**src/hdl/sfm_pkg.sv**
```systemverilog
// ----------------------------------------------------------------------------
// sfm_pkg: shared types and constants for the stack frame manager
// Frame record, cell control, operation and status codes, stream widths.
// ----------------------------------------------------------------------------
`default_nettype none

package sfm_pkg;

    // Sizing
    localparam int MAX_FRAMES = 16;
    localparam int ADDR_W     = 32;
    localparam int DEPTH_W    = $clog2(MAX_FRAMES + 1);

    localparam logic [DEPTH_W-1:0] DEPTH_FULL  = DEPTH_W'(MAX_FRAMES);
    localparam logic [DEPTH_W-1:0] DEPTH_EMPTY = '0;

    // Stream widths: fields packed from bit 0, rounded up to whole bytes
    localparam int IN_BITS  = 2 + 2 * ADDR_W;
    localparam int OUT_BITS = 1 + 1 + 4 * ADDR_W + 2;
    localparam int IN_W     = ((IN_BITS + 7) / 8) * 8;
    localparam int OUT_W    = ((OUT_BITS + 7) / 8) * 8;

    // Configuration register indexes
    localparam logic CFG_SPM_BASE = 1'b0;
    localparam logic CFG_MEM_BASE = 1'b1;

    typedef enum logic [1:0] {
        OP_EVICT   = 2'd0,
        OP_RESTORE = 2'd1,
        OP_L2G     = 2'd2,
        OP_G2L     = 2'd3
    } t_op;

    typedef enum logic [1:0] {
        ST_OK        = 2'd0,
        ST_OVERFLOW  = 2'd1,
        ST_UNDERFLOW = 2'd2
    } t_status;

    localparam logic DIR_SPM2MEM = 1'b0;
    localparam logic DIR_MEM2SPM = 1'b1;

    // One evicted frame
    typedef struct packed {
        logic [ADDR_W-1:0] spm_start;
        logic [ADDR_W-1:0] mem_start;
        logic [ADDR_W-1:0] size;
    } t_frame;

    // Shift control shared by every cell of the chain
    typedef struct packed {
        logic push;
        logic pop;
    } t_cell_ctl;

endpackage

`default_nettype wire

```
**src/hdl/sfm_cell.sv**
```systemverilog
// ----------------------------------------------------------------------------
// sfm_cell: one slot of the frame stack
// Takes the upper neighbour's frame on a push, the lower one's on a pop.
// ----------------------------------------------------------------------------
`default_nettype none

module sfm_cell (
    input  wire               i_clk,
    input  sfm_pkg::t_cell_ctl i_ctl,
    input  sfm_pkg::t_frame   i_from_up,
    input  sfm_pkg::t_frame   i_from_down,
    output sfm_pkg::t_frame   o_frame
);
    import sfm_pkg::*;

    t_frame r_frame;

    // Shift the stack one place down on push, one place up on pop, else hold
    always_ff @(posedge i_clk) begin
        if (i_ctl.push) begin
            r_frame <= i_from_up;
        end else if (i_ctl.pop) begin
            r_frame <= i_from_down;
        end
    end

    assign o_frame = r_frame;

endmodule

`default_nettype wire

```
**src/hdl/spm_stack_frame_manager_top.sv**
```systemverilog
// A result word is registered and appears in the cycle after its input word is accepted.
// Throughput: one word per cycle while the output is not back-pressured; the frame stack is a chain of cells whose
// top cell is the only one read, and a push or pop shifts the whole chain.
// Reset (synchronous, active low) clears the depth, both base registers and
// the output valid; frame cells are not cleared and need no clearing pass.
// ----------------------------------------------------------------------------
// spm_stack_frame_manager_top: scratchpad stack frame manager
// Evicts and restores stack frames and translates addresses in the top frame.
// ----------------------------------------------------------------------------
`default_nettype none

module spm_stack_frame_manager_top (
    input  wire                         i_clk,
    input  wire                         i_rst_n,
    // Configuration write port
    input  wire                         i_cfg_wr_en,
    input  wire                         i_cfg_index,
    input  wire [sfm_pkg::ADDR_W-1:0]   i_cfg_wdata,
    // Input stream
    input  wire                         s_axis_tvalid,
    output logic                        s_axis_tready,
    // tdata: op[1:0], stack_ptr[33:2], addr[65:34], zero fill
    input  wire [sfm_pkg::IN_W-1:0]     s_axis_tdata,
    // Output stream
    output logic                        m_axis_tvalid,
    input  wire                         m_axis_tready,
    // tdata: dma_valid[0], dma_dir[1], dma_spm_addr[33:2], dma_mem_addr[65:34],
    //        dma_size[97:66], xlat_addr[129:98], status[131:130], zero fill
    output logic [sfm_pkg::OUT_W-1:0]   m_axis_tdata
);
    import sfm_pkg::*;

    // Configuration
    logic [ADDR_W-1:0] r_spm_base;
    logic [ADDR_W-1:0] r_mem_base;

    // Stack control
    logic [DEPTH_W-1:0] r_depth;
    logic [DEPTH_W-1:0] n_depth;

    // Output register
    logic               r_out_valid;
    logic [OUT_W-1:0]   r_out_data;
    logic [OUT_W-1:0]   n_out_data;

    // Unpacked input word
    t_op               w_op;
    logic [ADDR_W-1:0] w_sp;
    logic [ADDR_W-1:0] w_addr;
    logic              w_accept;

    // Chain
    t_cell_ctl w_ctl;
    t_frame    w_new_frame;
    t_frame    w_frame [MAX_FRAMES];

    // Datapath
    logic              w_empty;
    logic              w_full;
    logic [ADDR_W-1:0] w_top;
    logic [ADDR_W-1:0] w_size;
    logic [ADDR_W-1:0] w_low;
    logic [ADDR_W-1:0] w_l2g;
    logic [ADDR_W-1:0] w_g2l;

    logic              n_dma_valid;
    logic              n_dma_dir;
    logic [ADDR_W-1:0] n_dma_spm;
    logic [ADDR_W-1:0] n_dma_mem;
    logic [ADDR_W-1:0] n_dma_size;
    logic [ADDR_W-1:0] n_xlat;
    t_status           n_status;

    assign w_op     = t_op'(s_axis_tdata[1:0]);
    assign w_sp     = s_axis_tdata[ADDR_W+1:2];
    assign w_addr   = s_axis_tdata[2*ADDR_W+1:ADDR_W+2];

    // Take a word whenever the output register is free or being drained
    assign s_axis_tready = !r_out_valid || m_axis_tready;
    assign w_accept      = s_axis_tvalid && s_axis_tready;

    // Hold the base registers
    always_ff @(posedge i_clk) begin
        if (!i_rst_n) begin
            r_spm_base <= '0;
            r_mem_base <= '0;
        end else if (i_cfg_wr_en) begin
            if (i_cfg_index == CFG_SPM_BASE) begin
                r_spm_base <= i_cfg_wdata;
            end
            if (i_cfg_index == CFG_MEM_BASE) begin
                r_mem_base <= i_cfg_wdata;
            end
        end
    end

    // Frame arithmetic from the top cell
    assign w_empty = (r_depth == DEPTH_EMPTY);
    assign w_full  = (r_depth == DEPTH_FULL);
    assign w_top   = w_empty ? r_mem_base : w_frame[0].mem_start;
    assign w_size  = r_spm_base - w_sp;
    assign w_low   = w_top - w_size;
    assign w_l2g   = w_top - (r_spm_base - w_addr);
    assign w_g2l   = r_spm_base - (w_top - w_addr);

    assign w_new_frame.spm_start = w_sp;
    assign w_new_frame.mem_start = w_low;
    assign w_new_frame.size      = w_size;

    // Decode the operation into a result and a chain shift
    always_comb begin
        n_dma_valid = 1'b0;
        n_dma_dir   = DIR_SPM2MEM;
        n_dma_spm   = '0;
        n_dma_mem   = '0;
        n_dma_size  = '0;
        n_xlat      = '0;
        n_status    = ST_OK;
        w_ctl.push  = 1'b0;
        w_ctl.pop   = 1'b0;
        n_depth     = r_depth;
        case (w_op)
            OP_EVICT: begin
                if (w_full) begin
                    n_status = ST_OVERFLOW;
                end else begin
                    n_dma_valid = 1'b1;
                    n_dma_spm   = w_sp;
                    n_dma_mem   = w_low;
                    n_dma_size  = w_size;
                    w_ctl.push  = w_accept;
                    n_depth     = r_depth + 1'b1;
                end
            end
            OP_RESTORE: begin
                if (w_empty) begin
                    n_status = ST_UNDERFLOW;
                end else begin
                    n_dma_valid = 1'b1;
                    n_dma_dir   = DIR_MEM2SPM;
                    n_dma_spm   = w_frame[0].spm_start;
                    n_dma_mem   = w_frame[0].mem_start;
                    n_dma_size  = w_frame[0].size;
                    w_ctl.pop   = w_accept;
                    n_depth     = r_depth - 1'b1;
                end
            end
            OP_L2G: begin
                n_xlat = (w_addr >= w_sp && w_addr < r_spm_base) ? w_l2g : w_addr;
            end
            OP_G2L: begin
                n_xlat = (w_addr >= w_low && w_addr < w_top) ? w_g2l : w_addr;
            end
            default: begin
                n_xlat = w_addr;
            end
        endcase
    end

    // Build the chain; cell 0 is the top of the stack
    for (genvar g = 0; g < MAX_FRAMES; g++) begin : g_cell
        t_frame w_up;
        t_frame w_down;
        if (g == 0) begin : g_head
            assign w_up = w_new_frame;
        end else begin : g_body
            assign w_up = w_frame[g-1];
        end
        if (g == MAX_FRAMES - 1) begin : g_tail
            assign w_down = w_frame[g];
        end else begin : g_link
            assign w_down = w_frame[g+1];
        end
        sfm_cell u_cell (
            .i_clk       (i_clk),
            .i_ctl       (w_ctl),
            .i_from_up   (w_up),
            .i_from_down (w_down),
            .o_frame     (w_frame[g])
        );
    end

    // Advance the depth on an accepted push or pop
    always_ff @(posedge i_clk) begin
        if (!i_rst_n) begin
            r_depth <= DEPTH_EMPTY;
        end else if (w_accept) begin
            r_depth <= n_depth;
        end
    end

    assign n_out_data = {{(OUT_W - OUT_BITS){1'b0}}, n_status, n_xlat, n_dma_size,
                         n_dma_mem, n_dma_spm, n_dma_dir, n_dma_valid};

    // Output register: load on accept, drop valid once drained
    always_ff @(posedge i_clk) begin
        if (!i_rst_n) begin
            r_out_valid <= 1'b0;
        end else if (w_accept) begin
            r_out_valid <= 1'b1;
        end else if (m_axis_tready) begin
            r_out_valid <= 1'b0;
        end
    end

    always_ff @(posedge i_clk) begin
        if (w_accept) begin
            r_out_data <= n_out_data;
        end
    end

    assign m_axis_tvalid = r_out_valid;
    assign m_axis_tdata  = r_out_data;

`ifndef ASSERT_OFF
    // Depth never exceeds the number of cells
    a_depth_bound: assert property (@(posedge i_clk) disable iff (!i_rst_n)
        r_depth <= DEPTH_FULL)
        else $error("frame depth above capacity");

    // A successful evict grows the stack by exactly one
    a_push_depth: assert property (@(posedge i_clk) disable iff (!i_rst_n)
        (w_accept && w_op == OP_EVICT && !w_full) |=> (r_depth == $past(r_depth) + 1'b1))
        else $error("evict did not push");

    // Depth moves only with an accepted word
    a_depth_hold: assert property (@(posedge i_clk) disable iff (!i_rst_n)
        !w_accept |=> $stable(r_depth))
        else $error("depth changed without an accepted word");

    // A flagged error never requests a transfer
    a_err_no_dma: assert property (@(posedge i_clk) disable iff (!i_rst_n)
        (r_out_valid && r_out_data[OUT_BITS-1:OUT_BITS-2] != ST_OK) |-> !r_out_data[0])
        else $error("transfer requested alongside error status");
`endif

endmodule

`default_nettype wire
```
**config.mk**
```make
export PLATFORM = sky130hd
export DESIGN_NAME = spm_stack_frame_manager_top
export DESIGN_NICKNAME = d
export VERILOG_FILES = /design/src/hdl/sfm_pkg.sv /design/src/hdl/sfm_cell.sv /design/src/hdl/spm_stack_frame_manager_top.sv
export SDC_FILE = /design/constraint.sdc
export NUM_CORES = 2
export LEC_CHECK = 0
export ABC_AREA = 1
export BUFFER_PORTS_ARGS = -buffer_cell sky130_fd_sc_hd__buf_2
export CAP_MARGIN = 20
export CORE_AREA = 5 5 434 436
export DETAILED_ROUTE_END_ITERATION = 16
export DIE_AREA = 0 0 439 441
export PLACE_DENSITY = 0.72
export SLEW_MARGIN = 20
export SYNTH_ARGS = -nofsm -noshare
export SYNTH_HDL_FRONTEND = slang
export SYNTH_SLANG_ARGS = --single-unit
```
**constraint.sdc**
```tcl
create_clock -name i_clk -period 51.5 [get_ports i_clk]
set_clock_uncertainty 0.1 [all_clocks]
set_input_delay 12.875 -clock i_clk [delete_from_list [all_inputs] [get_ports i_clk]]
set_output_delay 12.875 -clock i_clk [all_outputs]
set_load 0.01 [all_outputs]
```
[Yosys cells after proc, flatten, opt, wreduce, memory -nomap -nowiden]
Cells that the tools add are included.
Operators by class
  add/subtract/negate cells: 8
  $lt $le $gt $ge: 4
  equal/unequal tests: 6
  muxes and demuxes: 58
  bitwise logic cells: 1
  reduce and logical (&&, ||, !) cells: 13
Operators with widths (count)
  $mux W96: 30
  $mux W32: 9
  $pmux W32 S2: 4
  $sub A32 B32 Y32: 6
  $ge A32 B32 Y1: 2
  $lt A32 B32 Y1: 2
  $mux W5: 2
  $pmux W5 S2: 1
  $mux W1: 9
  $reduce_bool A2 Y1: 3
  $add A5 B1 Y5 const B: 1
  $eq A5 B5 Y1 const B: 1
  $logic_not A5 Y1: 1
  $sub A5 B1 Y5 const B: 1
  $eq A2 B2 Y1 const B: 2
  $ne A2 B2 Y1 const B: 2
  $pmux W2 S2: 1
  $reduce_and A2 Y1: 2
  $reduce_and A4 Y1: 1
  $logic_and A1 B1 Y1: 3
  $eq A2 B1 Y1 const B: 1
  $logic_not A2 Y1: 1
  $mux W2: 1
  $pmux W1 S2: 1
  other kinds (3): 3
Word-level totals
  flip-flop bits (word level): 1738
  input port bits: 110
  output and inout bits: 138
  word-level logic and storage cells: 144

[Logic depth before layout (Yosys ltp)]
  depth after elaboration: 7
  mapped depth: 38
  gate-level depth less buffers: 37

[Modules after synthesis]
A second synthesis with hierarchy kept.
Second synthesis, totals
  cell total of the unflattened synthesis: 9158
  area total of the unflattened synthesis: 85927.4 sq um
By module, submodules not included
  sfm_cell: instances 16, cells an instance 407, area an instance 4121.5 sq um, sequential area each 2882.8 sq um
  spm_stack_frame_manager_top: instances 1, cells an instance 2646, area an instance 19984.2 sq um, sequential area each 5365.1 sq um

[Worst setup path after synthesis]
No wires, ideal clock.
  path kind: input-to-reg
  start: input m_axis_tready
  end: register r_depth[2]
  library setup time: 0.295 ns
  arrival: 45.455 ns
  data required time: 51.105 ns
  setup slack: 5.649 ns
  stages: 8
  buffers on the path: 0
  cells stage by stage: inv_1 nand2_1 nand2_1 inv_1 nand2_1 inv_1 o21ai_0 a21oi_1
On the way
  cells in the longest elaborated chain, start to end: 3
RTL lines
  start, declared: RTL line spm_stack_frame_manager_top.sv:26  | input wire m_axis_tready,
  $logic_or A1 B1 Y1: RTL line spm_stack_frame_manager_top.sv:79  | assign s_axis_tready = !r_out_valid || m_axis_tready;
  net s_axis_tready: RTL line spm_stack_frame_manager_top.sv:21  | output logic s_axis_tready,
  $logic_and A1 B1 Y1: RTL line spm_stack_frame_manager_top.sv:80  | assign w_accept = s_axis_tvalid && s_axis_tready;
  net w_accept: RTL line spm_stack_frame_manager_top.sv:50  | logic w_accept;
  $reduce_and A4 Y1 (no line)
  end signal, assigned: RTL line spm_stack_frame_manager_top.sv:188  | r_depth <= n_depth;
  end, declared: RTL line spm_stack_frame_manager_top.sv:38  | logic [DEPTH_W-1:0] r_depth;
The timed path passes the listed nets, and every way through them passes these cells.
A chain may end at the register's enable or synchronous reset.

[Worst setup path in the final report]
  start: input m_axis_tready
  end: output s_axis_tready
On the way
  cells in the longest elaborated chain, start to end: 1
RTL lines (RTL line)
  $logic_or A1 B1 Y1: spm_stack_frame_manager_top.sv:79
  end, declared: spm_stack_frame_manager_top.sv:21
Every way passes these cells.

==> summary.txt <==
Status - complete, no violations
Initial drt markers - 6660
Min-delay src - r_mem_base[31]
Post-Synth XOR/XNOR Area - 1.24%
Arrival time at the worst endpoint - 13.23 ns
Largest family of logic cells by synthesized area - simple AND/OR/NAND/NOR gates
Mux cell area share after synthesis - 0%
Root buf cell - clkbuf_16
Seq/Total Area, Yosys - 62.5%
Minimum clock period - 26.21 ns
CP max stage delay - 0.15 ns
Sequential share of power - 46.5%
Top post-synthesis cells by area - edfxtp_1, nand2_1, o21ai_0
Share of layout cells above drive strength 1 - 6.91%
Compound-Gate Fraction of Synth Area - 12.0%
Via density - 5.28
Combinational Power Share - 18.9%
Nets - 8592
Clock Latency Late Sink - 0.80 ns
Switching Fraction - 29.1%
FMAX - 38.2 MHz
#FFs+latches synth - 1738
Largest area contributor in the netlist - edfxtp_1
RSZ-0062 raised after global routing - no
Post-CTS resize count - 0
Leakage - 0.0367 uW
Num ports - 248
Slowest stage cell, crit path - buf_2
Filler instances - 16529
Area post-placement - 85700 um2
Hold Vio Cnt, Final - 0
DRT Wirelength - 197000 um
R2r setup slk - 42.72 ns
Final Slew Violations - 0
Hold Path Depth - 2
Adder-Cell Fraction of Synth Area - 5.32%
CP cell instances - buf_2 -> inv_1 -> nand2_1 -> buf_2
CTS tree - built
Vias in the first global route - 54828
Starting density of the core - 44.7%
Routed Antenna Nets - 0
Final-report setup violation count - 0
H-tree depth - 4
Clock Sink Count - 1738
Post-synth EDFFs - 1668
Clock share of power - 34.6%
Row cnt - 158
Area of the die - 194000 um2
R2R Path End - g_cell[0].u_cell.o_frame[78]
Tot GR Track Use - 19.8%
GPL Wtd Cong - 0.927
Launch point of the worst reg-to-reg path - r_depth[1]
Die Width - 439 um
Die height - 441 um
YS warnings - 0
FF/Latch Area - 51500 um2
Hold Path Sink - r_mem_base[31]
Total grt overflow - 0
Placed cells - 10476
Max Cap Viol - 0
Via count - 57034
Power Total - 3630 uW
Max-slew headroom - 18.6%
Worst Path Required - 38.53 ns
Post-synthesis cell area - 82400 um2
Final setup TNS - 0 ns
Final period utilization - 50.9%
WL/cell - 18.2 um
Netlist cell types - 60
Worst-case reg-to-reg path depth - 13
Final Cell Area - 91300 um2
Hold Crit Class - flop to flop
Worst vdd rail ir drop - 33.7 uV
DR pass1 iterations - 8
Gate Count Post-Synth - 8093
Postcts setup bufs - 0
Initial antenna violation count - 19
Main synth FF type - edfxtp_1
CP max FO - 3
Largest net degree at the start of global routing - 265
Cell-internal power - 2570 uW
Layout Cells excl Fill - 10798
Worst setup SP type - input pin
CP Class - input pin to output port
Pwr dens - 39.7 nW/um2
Sw Pwr - 1050 uW
Worst Setup End Kind - output port
Multi-input combinational cell area - 25500 um2
Post-Synth Simple-Gate Area - 12.3%
First-pass GRT wire length - 304000 um
Clk slew on worst S/H paths - 0.06 ns
Core box area - 184000 um2
DRC Markers - 0
Clock Tree Buf Depth - 3
Area grow syn2layout - 10.9%
CTS Buf Count - 171
Top cell type's share of synthesized area - 60.8%
IO Port Bufs - 237
Post-synthesis async set-or-reset flop share - 0%
Worst path most repeated cell - buf_2
CTS Hold Bufs - 0
Average size of a mapped cell - 10.2 um2
Tightest Pin Transition - 1.22 ns
Detailed placement HPWL - 134000 um
## cells by family after synthesis
kind of cell    after synthesis
compound gates             1904
xor+xnor                    117
other cells                   1
flops                      1738
simple gates               2589
fa+ha+maj                   311
buf+inv                    1433
## Yosys cell counts (13+ instances only)
library cell  number
nand4_1           33
fa_1              65
nor3_1            23
a21oi_1          245
clkbuf_1         366
nand2_2           13
ha_1             246
o22ai_1           32
o211ai_1          41
nand3_1          129
o21ai_0         1488
edfxtp_1        1668
xor2_1            70
xnor2_1           47
nor2_1            88
nand2_1         2281
dfxtp_1           70
inv_1           1040
o21ai_1           13
## area by class of cell
type / count / share of cell area [%]
Sequential cell: 1738 / 56.4
Multi-Input combinational cell: 4925 / 27.9
Clock buffer: 206 / 4.92
Inverter: 1044 / 4.31
Tap cell: 2480 / 3.40
Timing Repair Buffer: 291 / 1.87
Clock inverter: 100 / 1.15
Antenna cell: 14 / 0.0384
## flip-flops by register name, indices dropped and copies added, names as in the netlist
name	cells
r_mem_base	32
m_axis_tvalid	1
g_cell.u_cell.o_frame	1536
r_depth	5
m_axis_tdata	132
r_spm_base	32
## power groups by stage
| stage | sequential [uW] | clock [uW] | combinational [uW] |
|---|---|---|---|
| 6_report | 1690 | 1250 | 685 |
| 5_1_grt | 1690 | 1340 | 758 |
| 4_1_cts | 1690 | 1280 | 677 |
| 3_5_place_dp | 1720 | 0 | 673 |
| 3_3_place_gp | 1710 | 0 | 661 |
| 2_1_floorplan | 1800 | 0 | 449 |
## metrics by stage
step | hold WS [ns] | utilization [%] | setup slack [ns]
after global routing | 0.354 | 49.6 | 25.27
final | 0.346 | 49.6 | 25.29
after global placement | 0.330 | 46.5 | 25.30
after floorplan | 0.325 | - | 5.65
after CTS | 0.349 | 49.5 | 25.29
after detailed placement | 0.333 | 46.5 | 25.30
## how the worst max path moves through the flow
stage / cells after the start / slack (ns) / to / start
CTS: 4 / 25.29 / s_axis_tready / m_axis_tready
detailed placement: 4 / 25.30 / s_axis_tready / m_axis_tready
floorplan: 8 / 5.65 / r_depth[2] / m_axis_tready
global placement: 4 / 25.30 / s_axis_tready / m_axis_tready
global route: 4 / 25.27 / s_axis_tready / m_axis_tready
finish: 4 / 25.29 / s_axis_tready / m_axis_tready
## metal layers
metal  part of all wire (%)  vias up  track usage (%)
li1                       -    27456                -
met1                     44    27490             27.4
met2                     46     1773             31.3
met3                    7.0      311             3.76
met4                    3.3        4             6.92
met5                  0.014        -                0
## critical path: cells and delay by family
family,cells,cell delay (ns)
AND/OR/NAND/NOR,1,0.07
buffers and inverters,3,0.29
## placed cells by master (no fill, tap or decap), types with 8 or more instances in the layout
| cell | count |
|---|---|
| buf_4 | 42 |
| bufinv_16 | 18 |
| clkbuf_16 | 175 |
| buf_2 | 237 |
| edfxtp_1 | 1668 |
| fa_1 | 65 |
| clkinv_1 | 43 |
| xnor2_1 | 44 |
| o21ai_0 | 1488 |
| ha_1 | 246 |
| nor3_1 | 23 |
| o22ai_1 | 32 |
| inv_1 | 1037 |
| a211oi_1 | 9 |
| nand4_1 | 33 |
| nor2_1 | 86 |
| nand3_1 | 129 |
| nand2_2 | 14 |
| a21oi_1 | 245 |
| o21bai_1 | 8 |
| o221ai_1 | 8 |
| nand2_1 | 2279 |
| inv_6 | 9 |
| diode_2 | 14 |
| a31oi_1 | 11 |
| o211ai_1 | 41 |
| xor2_1 | 69 |
| clkinv_2 | 20 |
| o21ai_1 | 13 |
| clkbuf_1 | 31 |
| dfxtp_1 | 70 |
No activity file was read; power rests on OpenSTA's default activity.
